===== config.mk =====
export PLATFORM = sky130hd
export DESIGN_NAME = configurable_crc16_engine
export DESIGN_NICKNAME = d
export VERILOG_FILES = /design/src/hw/rtl/crc16e_pkg.sv /design/src/hw/rtl/configurable_crc16_engine.sv /design/src/hw/rtl/crc16e_core.sv
export SDC_FILE = /design/constraint.sdc
export NUM_CORES = 1
export LEC_CHECK = 0
export ABC_AREA = 1
export BUFFER_PORTS_ARGS = -buffer_cell sky130_fd_sc_hd__buf_2
export CAP_MARGIN = 5
export CORE_ASPECT_RATIO = 1.75
export CORE_MARGIN = 1
export CORE_UTILIZATION = 64
export DETAILED_ROUTE_END_ITERATION = 12
export GPL_ROUTABILITY_DRIVEN = 0
export GPL_TIMING_DRIVEN = 0
export HOLD_SLACK_MARGIN = 0.05
export PLACE_DENSITY = 0.87
export SLEW_MARGIN = 20
export SYNTH_ARGS = -nofsm -noshare
export SYNTH_HDL_FRONTEND = slang
export SYNTH_SLANG_ARGS = --single-unit

===== constraint.sdc =====
create_clock -name clk -period 8.4 [get_ports clk]
set_input_delay 0.84 -clock clk [delete_from_list [all_inputs] [get_ports clk]]
set_output_delay 0.84 -clock clk [all_outputs]
set_load 0.02 [all_outputs]

===== src/hw/rtl/crc16e_pkg.sv =====
// ----------------------------------------------------------------------------
// crc16e_pkg
// Shared types, register indexes and bit-level helpers for the CRC-16 engine.
// ----------------------------------------------------------------------------
package crc16e_pkg;

	localparam int unsigned CrcWidth  = 16;
	localparam int unsigned ByteWidth = 8;
	localparam int unsigned CfgIdxW   = 2;

	// Configuration register indexes.
	localparam logic [CfgIdxW-1:0] CFG_POLY    = 2'd0;
	localparam logic [CfgIdxW-1:0] CFG_INIT    = 2'd1;
	localparam logic [CfgIdxW-1:0] CFG_XOROUT  = 2'd2;
	localparam logic [CfgIdxW-1:0] CFG_REFLECT = 2'd3;

	// Register values after reset.
	localparam logic [CrcWidth-1:0] POLY_RST    = 16'hA001;
	localparam logic [CrcWidth-1:0] INIT_RST    = 16'h0000;
	localparam logic [CrcWidth-1:0] XOROUT_RST  = 16'h0000;
	localparam logic                REFLECT_RST = 1'b1;

	typedef struct packed {
		logic [CrcWidth-1:0] poly;
		logic [CrcWidth-1:0] init;
		logic [CrcWidth-1:0] xorout;
		logic                reflect;
	} crc_cfg_t;

	function automatic logic [ByteWidth-1:0] flip8(input logic [ByteWidth-1:0] v);
		logic [ByteWidth-1:0] r;
		for (int i = 0; i < ByteWidth; i++) begin
			r[i] = v[ByteWidth-1-i];
		end
		return r;
	endfunction

	function automatic logic [CrcWidth-1:0] flip16(input logic [CrcWidth-1:0] v);
		logic [CrcWidth-1:0] r;
		for (int i = 0; i < CrcWidth; i++) begin
			r[i] = v[CrcWidth-1-i];
		end
		return r;
	endfunction

	// One reflected byte update: XOR the byte into the low bits, then eight
	// right shifts, each folding in the polynomial when a one drops out.
	function automatic logic [CrcWidth-1:0] crc_byte(
		input logic [CrcWidth-1:0]  rem,
		input logic [ByteWidth-1:0] b,
		input logic [CrcWidth-1:0]  poly
	);
		logic [CrcWidth-1:0] r;
		r = rem ^ {{(CrcWidth-ByteWidth){1'b0}}, b};
		for (int i = 0; i < ByteWidth; i++) begin
			if (r[0]) begin
				r = (r >> 1) ^ poly;
			end else begin
				r = r >> 1;
			end
		end
		return r;
	endfunction

endpackage


===== src/hw/rtl/configurable_crc16_engine.sv =====
// ----------------------------------------------------------------------------
// configurable_crc16_engine
// Configurable CRC-16 engine, one message byte per clock while in_stall is low.
// ----------------------------------------------------------------------------
// Usage:
// Message bytes arrive on the input channel (in_valid / in_stall) with
// first_byte marking the opening word of a message and last_byte its final
// word. Every accepted word updates the running remainder; only a word with
// last_byte set produces a result word, crc_value, on the output channel
// (out_valid / out_stall).
// An accepted word is held in the input register and runs through the byte
// update as it leaves; a final word also loads the result register.
// Throughput is one word per clock while in_stall is low; the bound is the
// single 8-step reflected byte update that feeds the remainder register.
// When the receiver stalls with a result waiting, the input register keeps
// absorbing words that carry no result; a second result word waits in the
// input register and in_stall rises until the output slot frees.
// Configuration writes (cfg_valid / cfg_ready) are always taken and should be
// issued only while the engine is idle. cfg_index selects the polynomial,
// start value, output mask or reflection control.
// Reset clears the remainder to zero, empties both registers and loads the
// default settings: reflected polynomial 0xA001, start 0, mask 0, reflected.
// ----------------------------------------------------------------------------
module configurable_crc16_engine
	import crc16e_pkg::*;
(
	input  logic                 clk,
	input  logic                 arst_n,
	// Input channel.
	input  logic                 in_valid,
	output logic                 in_stall,
	input  logic [ByteWidth-1:0] data_byte,
	input  logic                 first_byte,
	input  logic                 last_byte,
	// Output channel.
	output logic                 out_valid,
	input  logic                 out_stall,
	output logic [CrcWidth-1:0]  crc_value,
	// Configuration write channel.
	input  logic                 cfg_valid,
	output logic                 cfg_ready,
	input  logic [CfgIdxW-1:0]   cfg_index,
	input  logic [CrcWidth-1:0]  cfg_data
);

	crc_cfg_t             cfg_q;

	logic                 valid_s1;
	logic [ByteWidth-1:0] byte_s1;
	logic                 first_s1;
	logic                 last_s1;

	logic                 out_valid_q;
	logic [CrcWidth-1:0]  crc_q;

	logic                 out_free;
	logic                 advance;
	logic                 in_take;
	logic [CrcWidth-1:0]  crc_fin;

	// The output slot is free when empty or being drained this cycle. A word
	// without a result can always leave the input register; a final word
	// needs the output slot.
	assign out_free  = !out_valid_q || !out_stall;
	assign advance   = valid_s1 && (!last_s1 || out_free);
	assign in_stall  = valid_s1 && !advance;
	assign in_take   = in_valid && !in_stall;
	assign cfg_ready = 1'b1;

	assign out_valid = out_valid_q;
	assign crc_value = crc_q;

	always_ff @(posedge clk or negedge arst_n) begin
		if (!arst_n) begin
			cfg_q.poly    <= POLY_RST;
			cfg_q.init    <= INIT_RST;
			cfg_q.xorout  <= XOROUT_RST;
			cfg_q.reflect <= REFLECT_RST;
		end else if (cfg_valid && cfg_ready) begin
			unique case (cfg_index)
				CFG_POLY:    cfg_q.poly    <= cfg_data;
				CFG_INIT:    cfg_q.init    <= cfg_data;
				CFG_XOROUT:  cfg_q.xorout  <= cfg_data;
				CFG_REFLECT: cfg_q.reflect <= cfg_data[0];
				default:     cfg_q         <= cfg_q;
			endcase
		end
	end

	// Input register.
	always_ff @(posedge clk or negedge arst_n) begin
		if (!arst_n) begin
			valid_s1 <= 1'b0;
		end else if (in_take) begin
			valid_s1 <= 1'b1;
		end else if (advance) begin
			valid_s1 <= 1'b0;
		end
	end

	always_ff @(posedge clk) begin
		if (in_take) begin
			byte_s1  <= data_byte;
			first_s1 <= first_byte;
			last_s1  <= last_byte;
		end
	end

	crc16e_core u_core (
		.clk      (clk),
		.arst_n   (arst_n),
		.cfg      (cfg_q),
		.advance  (advance),
		.byte_s1  (byte_s1),
		.first_s1 (first_s1),
		.crc_fin  (crc_fin)
	);

	// Result register.
	always_ff @(posedge clk or negedge arst_n) begin
		if (!arst_n) begin
			out_valid_q <= 1'b0;
		end else if (advance && last_s1) begin
			out_valid_q <= 1'b1;
		end else if (!out_stall) begin
			out_valid_q <= 1'b0;
		end
	end

	always_ff @(posedge clk) begin
		if (advance && last_s1) begin
			crc_q <= crc_fin;
		end
	end

endmodule


===== src/hw/rtl/crc16e_core.sv =====
// ----------------------------------------------------------------------------
// crc16e_core
// Running remainder register and the combinational byte update around it.
// ----------------------------------------------------------------------------
module crc16e_core
	import crc16e_pkg::*;
(
	input  logic                 clk,
	input  logic                 arst_n,
	input  crc_cfg_t             cfg,
	input  logic                 advance,
	input  logic [ByteWidth-1:0] byte_s1,
	input  logic                 first_s1,
	output logic [CrcWidth-1:0]  crc_fin
);

	logic [CrcWidth-1:0]  remainder_q;
	logic [CrcWidth-1:0]  start_rem;
	logic [CrcWidth-1:0]  rem_next;
	logic [ByteWidth-1:0] byte_in;

	// The start value and the byte are bit-reversed when reflection is off.
	always_comb begin
		if (first_s1) begin
			start_rem = cfg.reflect ? cfg.init : flip16(cfg.init);
		end else begin
			start_rem = remainder_q;
		end
		byte_in  = cfg.reflect ? byte_s1 : flip8(byte_s1);
		rem_next = crc_byte(start_rem, byte_in, cfg.poly);
		crc_fin  = (cfg.reflect ? rem_next : flip16(rem_next)) ^ cfg.xorout;
	end

	always_ff @(posedge clk or negedge arst_n) begin
		if (!arst_n) begin
			remainder_q <= '0;
		end else if (advance) begin
			remainder_q <= rem_next;
		end
	end

endmodule


Word-level counts from Yosys, hierarchy flattened:

Cells that the tools add are included.

* equality and inequality tests: 4
* muxes and demuxes: 16
* bitwise gates (word level): 10
* reduce and logical (&&, ||, !) cells: 17

Operator list (count)
* 16-bit 2-to-1 mux: 11
* 15-bit by 16-bit bitwise XOR with 16-bit output: 8
* 16-bit bitwise XOR: 1
* 16-bit by 8-bit bitwise XOR with 16-bit output: 1
* 8-bit 2-to-1 mux: 1
* 2-bit AND reduction: 4
* 1-bit zero test: 5
* 2-bit equality test (second input constant): 2
* 1-bit logical AND: 4
* 1-bit 2-to-1 mux: 4
* 2-bit by 1-bit equality test with 1-bit output (second input constant): 1
* 2-bit zero test: 1
* 1-bit logical OR: 2
* 2-bit by 1-bit != test with 1-bit output (second input constant): 1
* 2-bit nonzero test: 1

* flip-flop bits (word level): 93
* bits of input ports: 33
* output and inout bits: 19
* logic and storage cells: 58

Logic depth before layout (Yosys ltp):

Gate-level depths: netlist of the first run.

* depth after elaboration: 21
* gate-level depth with buffers: 38
* gate-level depth less buffers: 35

By module:

From an unflattened synthesis of the first run, not the netlist that was laid out.

* cell total of the unflattened synthesis: 1044
* area, all modules: 7091.8 um2

By module, submodules not included
* crc16e_core: times used 1, cells an instance 783, area an instance 4126.5 um2
* configurable_crc16_engine: times used 1, cells an instance 261, area an instance 2965.3 um2

Worst setup path after synthesis of the first run:

No wires, ideal clock.

* path type: register to register
* start: register cfg_q[0] (netlist name)
* end: register crc_q[6], in the netlist crc_value[6], data pin
* arrival: 3118 ps
* data required time: 8148 ps
* slack: 5029 ps
* cell stages (with the launch flop): 35
* buffers on the path: 5
* period minus slack after synthesis: 3371 ps
* cell sequence: dfstp_2 buf_6 inv_4 nand2_2 nand2_2 inv_2 nand3_2 nand2_2 nand3_2 nand2_2 buf_6 nand2_4 nand2_1 inv_1 nor2_1 nand3_2 nand3_2 nand2_2 nand2_4 buf_6 nand3_2 nand2_1 inv_1 nand2_2 nand2_2 buf_6 nand3_4 nand2_4 buf_6 nor2_1 nand2_2 nand3_1 nand2_1 nand2_1 nand2_1

* cells in the longest elaborated chain, start to end: 21
* elaborated cells between the ends (all ways): 22
* classes of those cells: mux: 12; bitwise: 10

Ends and longest elaborated chain
* start: declaration: line configurable_crc16_engine.sv:46 `crc_cfg_t cfg_q;`
* start signal: assignment: line configurable_crc16_engine.sv:85 `default: cfg_q <= cfg_q;`
* 16-bit 2-to-1 mux: line crc16e_core.sv:25 `start_rem = cfg.reflect ? cfg.init : flip16(cfg.init);`
* 16-bit 2-to-1 mux: line crc16e_core.sv:24 `if (first_s1) begin`
* 16-bit by 8-bit bitwise XOR with 16-bit output: line crc16e_pkg.sv:54 `r = rem ^ {{(CrcWidth-ByteWidth){1'b0}}, b};`
* 15-bit by 16-bit bitwise XOR with 16-bit output: line crc16e_pkg.sv:57 `r = (r >> 1) ^ poly;`
* 16-bit 2-to-1 mux: line crc16e_pkg.sv:56 `if (r[0]) begin`
* 15-bit by 16-bit bitwise XOR with 16-bit output: line crc16e_pkg.sv:57
* 16-bit 2-to-1 mux: line crc16e_pkg.sv:56
* 15-bit by 16-bit bitwise XOR with 16-bit output: line crc16e_pkg.sv:57
* [... 6 more ...]
* 16-bit 2-to-1 mux: line crc16e_pkg.sv:56
* 15-bit by 16-bit bitwise XOR with 16-bit output: line crc16e_pkg.sv:57
* 16-bit 2-to-1 mux: line crc16e_pkg.sv:56
* 15-bit by 16-bit bitwise XOR with 16-bit output: line crc16e_pkg.sv:57
* 16-bit 2-to-1 mux: line crc16e_pkg.sv:56
* 16-bit 2-to-1 mux (*): line crc16e_core.sv:31 `crc_fin = (cfg.reflect ? rem_next : flip16(rem_next)) ^ cfg.xorout;`
* 16-bit bitwise XOR (*): line crc16e_core.sv:31
* named net crc_fin[6]: line configurable_crc16_engine.sv:59 `logic [CrcWidth-1:0] crc_fin;`
* end signal: assignment: line configurable_crc16_engine.sv:132 `crc_q <= crc_fin;`
* end: declaration: line configurable_crc16_engine.sv:54 `logic [CrcWidth-1:0] crc_q;`

The timed path passes the listed nets; every way through them passes the cells marked *.
A chain may end at the register's enable or synchronous reset.

Worst setup path in the final report of the first run:

* start: register cfg_q[0] (netlist name)
* end: register crc_q[3], in the netlist crc_value[3], data pin

The elaborated chain is that of the path after synthesis.

==> results of run 1 <==
[flip-flops by register name, summed over array words and instances, names as in the netlist]
signal              count
last_s1                 1
u_core.remainder_q     16
valid_s1                1
first_s1                1
cfg_q                  49
byte_s1                 8
crc_value              16
out_valid               1
[Yosys cell counts, drive strengths merged]
library cell  number  area, sq um
edfxtp            26          781
nand3b             8         60.1
mux2i              1         10.0
conb               1         3.75
dfrtp             63         1580
o21ai             92          472
clkbuf            22         82.6
nand4              4         25.0
nand3            132          718
a31oi              7         43.8
nand2b             2         12.5
xor2              24          218
dfstp              4          105
a21oi              3         15.0
buf               33          246
nor2              38          160
o21bai             1         7.51
inv              109          412
or2               10         62.6
xnor2             32          280
nand2            404         1580
a21o               1         7.51
[layout make-up]
cell class	instances	area share
Clock inverter	5	0.00478
Multi-Input combinational cell	760	0.485
Timing Repair Buffer	51	0.0369
Tap cell	127	0.0209
Inverter	109	0.0542
Clock buffer	11	0.0307
Sequential cell	93	0.324
Buffer	55	0.0434
[kinds of logic (layout without fill, tap and decap cells)]
logic type / after synthesis / in the layout
simple gates: 598 / 598
buf+inv: 164 / 231
compound gates: 104 / 104
flops: 93 / 93
xor+xnor: 56 / 56
other cells: 1 / 1
mux: 1 / 1
[report_power, final]
part           internal [uW]  total, uW  switching (uW)  leakage, uW
combinational            750       2240            1490      0.00269
sequential               607        675            67.4      0.00107
clock                    201        374             173     0.000124
[cell usage in the layout, fill, tap and decap left out, types with 3 or more instances in the layout]
cell type / netlist / layout
a21oi_1: 3 / 3
a31oi_1: 7 / 7
buf_2: 14 / 63
buf_4: 6 / 7
buf_6: 11 / 11
clkbuf_1: 22 / 24
clkbuf_16: 0 / 9
dfrtp_1: 63 / 63
dfstp_2: 4 / 4
edfxtp_1: 26 / 26
inv_1: 103 / 103
inv_2: 5 / 5
nand2_1: 384 / 384
nand2_2: 17 / 17
nand2_4: 3 / 3
nand3_1: 122 / 122
nand3_2: 9 / 9
nand3b_1: 8 / 8
nand4_1: 4 / 4
nor2_1: 31 / 31
nor2_2: 7 / 7
o21ai_0: 80 / 80
o21ai_1: 9 / 9
o21ai_2: 3 / 3
or2_1: 5 / 5
or2_2: 4 / 4
xnor2_1: 32 / 32
xor2_1: 23 / 23
[critical path: cells and delay by family (launching register included)]
family / cells / cell delay, ns
DFF: 1 / 0.53
buffers and inverters: 6 / 0.89
AOI/OAI and AO/OA: 1 / 0.18
and+or+nand+nor: 26 / 2.32
[worst max-delay path by stage]
stage / start / endpoint / slack (ns) / depth (start not counted)
5_1_grt: cfg_q[0] / crc_value[14] / 3.90 / 33
3_3_place_gp: cfg_q[0] / crc_value[11] / 4.46 / 35
4_1_cts: cfg_q[0] / crc_value[3] / 4.36 / 35
6_report: cfg_q[0] / crc_value[3] / 4.22 / 33
2_1_floorplan: cfg_q[0] / crc_value[6] / 5.03 / 34
3_5_place_dp: cfg_q[0] / crc_value[3] / 4.36 / 33
[per-layer routing]
layer  global-route usage  up-vias
met5                    0        -
met4                0.240        0
met3               0.0572      104
met2                0.644      385
met1                0.407     3131
li1                     -     3327
[per-stage QoR]
step,utilization,worst slack [ns],cells
2_1_floorplan,-,5.03,1017
3_3_place_gp,0.704,4.46,1194
3_5_place_dp,0.706,4.36,1195
4_1_cts,0.732,4.36,1211
5_1_grt,0.732,3.90,1211
6_report,0.732,4.22,1211
==> run summary, run 1 <==
Status = completed
Adder-Cell Fraction of Synth Area = 0
Simple-Gate Fraction of Synth Area = 0.381
DRT iter0 DRCs = 591
Seq cells post-synth = 93
Worst r2r path cells = 33
Crit share post-route = 0.498
Max_cap viols = 0
Initial antenna violation count = 0
FF/Latch Area = 2460 sq um
Worst Setup Start Kind = flop
Max Slew Vio Count = 0
Clock transition at path regs = 0.06 ns
Metal-1 WL = 6940 um
RSZ-0062 raised after global routing = false
Combinational family with the most area after synthesis = simple AND/OR/NAND/NOR gates
Nets@finish = 1112
Footprint of the multi-input gates = 3680 sq um
Routed Wire Length = 19700 um
Critical Path Most Common Cell = nand2_1
Worst-Margin Slew = 0.800 ns
Worst vdd ir = 0.316 mV
Endpoints failing setup = 0
Die Area = 11200 sq um
Via count = 6947
DR top layer = met4
Worst Path Required = 8.50 ns
Initial core utilization = 0.664
GRT overflow = 0
Vias per inst = 5.74
Half-perimeter wire length after placement = 14800 um
First-pass GRT wire length = 31100 um
Setup TNS = 0 ns
Clock Path Buffers = 2
Critical path's slowest cell = dfstp_2
Die Ht = 139 um
Flop2flop setup slack = 4.22 ns
DR pass1 iterations = 7
Area delta synth->final = 10.3%
Core footprint = 10400 sq um
Crit path kind = reg2reg
Clock Latency Late Sink = 0.34 ns
Average wire per standard cell = 16.3 um
Tot Pwr = 3280 uW
Met3 WL = 1370 um
Seq/Total Area, Yosys = 0.358
Largest net degree at the start of global routing = 53
Yosys warning total = 0
Maximum net fanout on the critical path = 10
CTS root buf = clkbuf_16
Synthesized area = 6880 sq um
FMAX = 239 MHz
DRC errors left = 0
Design area = 7590 sq um
CTS resizes = 0
Power Density = 433 nW/um^2
Post-Place Cell Area = 7320 sq um
Complex-gate fraction of the synthesized area = 0.0793
Routed Antenna Nets = 0
Post-CTS Setup Repair Bufs = 0
Worst reg2reg startpoint = cfg_q[0]
DIE WIDTH = 80.4 um
Met2 WL = 10200 um
Final hold vios = 0
Number of buffers added on ports = 50
Crit path capture type = flop
HP Class = in2async
R2R Path End = crc_value[3]
Post-Syn Instances = 1017
Worst slew margin = 0.465
Critical Path Max Stage Delay = 0.53 ns
H-tree lvl count = 3
Vias in the first global route = 6388
Setup Skew = 0.00493 ns
Row count = 49
Clk sinks = 93
Fill count = 846
Diodes inserted = 0
Cts bufs inserted = 9
CP arrival = 4.28 ns
Static Leak = 0.00388 uW
Syn Nets = 1050
Worst hold margin = 0.361 ns
I/O Pins = 52
Synth Area in XOR/XNOR = 0.0724
Final min period = 4.18 ns
Post-synthesis mux area share = 0.00145
Layout cells sized above 1 = 0.138
Mapped Avg Cell Area = 6.77 sq um
Yosys cell types = 37
# hold bufs at CTS = 0
All-Layer GR Usage = 0.371
TritonCTS clock tree = yes
No activity file was read; power rests on OpenSTA's default activity.
==> inputs of run 2 (changes only) <==
--- a/config.mk
+++ b/config.mk
@@ -10,12 +10,12 @@
 export CAP_MARGIN = 5
 export CORE_ASPECT_RATIO = 1.75
 export CORE_MARGIN = 1
-export CORE_UTILIZATION = 64
+export CORE_UTILIZATION = 62
 export DETAILED_ROUTE_END_ITERATION = 12
 export GPL_ROUTABILITY_DRIVEN = 0
 export GPL_TIMING_DRIVEN = 0
 export HOLD_SLACK_MARGIN = 0.05
-export PLACE_DENSITY = 0.87
+export PLACE_DENSITY = 0.85
 export SLEW_MARGIN = 20
 export SYNTH_ARGS = -nofsm -noshare
 export SYNTH_HDL_FRONTEND = slang
==> constraint.sdc (replaced) <==
create_clock -name clk -period 4.1 [get_ports clk]
set_input_delay 0.41 -clock clk [delete_from_list [all_inputs] [get_ports clk]]
set_output_delay 0.41 -clock clk [all_outputs]
set_load 0.02 [all_outputs]
==> run summary, run 2 (synthesized netlist as in run 1, its figures left out) <==
Status = completed
Gr busiest metal = met2
Worst slew margin = 0.458 (-0.00700)
Clock transition at path regs = 0.07 ns (about the same)
Fin cells = 1240 (+2.4%)
TritonCTS clock tree = yes
HP Class = in2reg
Nets@finish = 1138 (+2.3%)
Worst Path Required = 4.20 ns (-4.30 ns)
Worst Setup Start Kind = flop
Maximum net fanout on the critical path = 10 (unchanged)
Die Area = 11500 sq um (+3.2%)
Largest net degree at the start of global routing = 37 (-30%)
Via count = 7197 (+3.6%)
Crit path kind = reg2reg
Crit path capture type = flop
Routed Wire Length = 21900 um (+11%)
Worst-Margin Slew = 0.810 ns (+0.0105 ns)
Critical Path Max Stage Delay = 0.53 ns (about the same)
Crit share post-route = 0.983 (+0.486)
Max Slew Vio Count = 0 (unchanged)
Worst vdd ir = 1.01 mV (+220%)
Die Ht = 141 um (+1.6%)
Vias per inst = 5.80 (+1.2%)
Critical path's slowest cell = dfstp_2
CTS root buf = clkbuf_16
FF/Latch Area = 2460 sq um (unchanged)
Endpoints failing setup = 0 (unchanged)
Clock Path Buffers = 2 (unchanged)
Routed Antenna Nets = 0 (unchanged)
Clk sinks = 93 (unchanged)
GRT overflow = 0 (unchanged)
Static Leak = 0.00415 uW (+6.9%)
Diodes inserted = 0 (unchanged)
Fill count = 797 (-5.8%)
DR pass1 iterations = 7 (unchanged)
I/O Pins = 52 (unchanged)
RSZ-0062 raised after global routing = true
H-tree lvl count = 3 (unchanged)
Initial antenna violation count = 0 (unchanged)
Power Density = 955 nW/um^2 (+120%)
Number of buffers added on ports = 50 (unchanged)
Area delta synth->final = 19.9%
Commonest non-fill, non-tap cell in the layout = nand2_1
Design area = 8250 sq um (+8.7%)
Biggest register = cfg_q
Setup Skew = 0.00522 ns (+0.000289 ns)
All-Layer GR Usage = 0.365 (-0.00545)
Average wire per standard cell = 17.6 um (+8.3%)
Post-Place Cell Area = 7320 sq um (about the same)
Met2 usage = 0.626 (-0.0177)
Row count = 50 (+2.0%)
First-pass GRT wire length = 31200 um (+0.24%)
DIE WIDTH = 81.6 um (+1.6%)
Cts bufs inserted = 9 (unchanged)
Half-perimeter wire length after placement = 14700 um (-0.79%)
Max reg flops = 49 (unchanged)
Initial core utilization = 0.639 (-0.0246)
Worst hold margin = 0.235 ns (-0.126 ns)
DRC errors left = 0 (unchanged)
Final hold vios = 0 (unchanged)
Clock Latency Late Sink = 0.35 ns (about the same)
GRT met1 Usage = 0.416 (+0.00928)
Vias in the first global route = 6492 (+1.6%)
CP arrival = 4.13 ns (-0.15 ns)
Core footprint = 10800 sq um (+3.9%)
Placed cells = 1198 (+0.25%)
Max_cap viols = 0 (unchanged)
DRT iter0 DRCs = 614 (+3.9%)
M3 GR Usage = 0.0354 (-0.0219)
Footprint of the multi-input gates = 3980 sq um (+8.2%)
Layout cells sized above 1 = 0.220 (+0.0814)
Final min period = 4.03 ns (-0.149 ns)
FMAX = 248 MHz (+3.7%)
Critical Path Most Common Cell = nand2_1
Most frequent cells in the layout = nand2_1 (348), nand3_1 (109), inv_1 (98)
## run 2: changes by cell type in the layout (fill, tap and decap cells not counted), moves of 4 or more
| cell | before | now |
|---|---|---|
| buf_8 | 0 | 5 |
| inv_2 | 5 | 9 |
| nand2_2 | 17 | 46 |
| inv_1 | 103 | 98 |
| nand2_1 | 384 | 348 |
| nand3_1 | 122 | 109 |
| nor2_1 | 31 | 27 |
| clkbuf_16 | 9 | 13 |
| buf_4 | 7 | 20 |
| buf_12 | 0 | 4 |
| nand2_4 | 3 | 8 |
| nand3_2 | 9 | 20 |
## run 2: path summary, 6_finish.rpt
check	end	start	slack (ns)	cells past startpoint
worst min register to register	u_core.remainder_q[4]	u_core.remainder_q[4]	0.49	2
worst min-delay path	byte_s1[7]	data_byte[7]	0.23	1
worst max-delay path	crc_value[1]	cfg_q[0]	0.07	35
min in group asynchronous	cfg_q[6]	arst_n	0.53	2
worst max register to register	crc_value[1]	cfg_q[0]	0.07	35
max in group asynchronous	cfg_q[33]	arst_n	2.95	3
## run 2: timing repair
item	CTS	global route
buffers inserted	0	21
endpoints found under the hold margin	31	0
hold buffers	1	0
endpoints found under the setup margin	0	26
resized for setup	0	106
## run 2: area by class of cell
class / count / share of cell area
sequential: 93 / 0.298
clock inverter: 6 / 0.00576
inverter: 109 / 0.0505
clock buffer: 10 / 0.0278
tap: 130 / 0.0197
timing repair buffer: 77 / 0.0699
multi-input combinational: 760 / 0.482
buffer: 55 / 0.0456
## run 2: power breakdown
group | switching (uW) | internal (uW) | total [uW]
sequential | 136 | 1240 | 1380
combinational | 3530 | 2180 | 5710
clock | 368 | 418 | 786
total | 4030 | 3850 | 7880
## run 2: routing by layer
metal,wire length (um),up-vias
met5,0,-
met4,1500,0
met3,1790,114
met2,11200,430
met1,7340,3283
li1,-,3370
## run 2: critical path, delay by kind of cell (launching register included)
family	cells	cell delay, ns
buffers and inverters	8	0.79
DFF	1	0.53
and+or+nand+nor	27	2.47
## run 2: stage by stage
step | setup slack [ns] | setup TNS [ns] | util | power [uW]
global placement | 0.147 | 0 | 0.678 | 5690
global route | -0.162 | -1.79 | 0.767 | 8350
detailed placement | 0.0498 | 0 | 0.680 | 5790
floorplan | 0.729 | 0 | - | 4780
CTS | 0.00580 | 0 | 0.707 | 6580
finish | 0.0688 | 0 | 0.767 | 7880
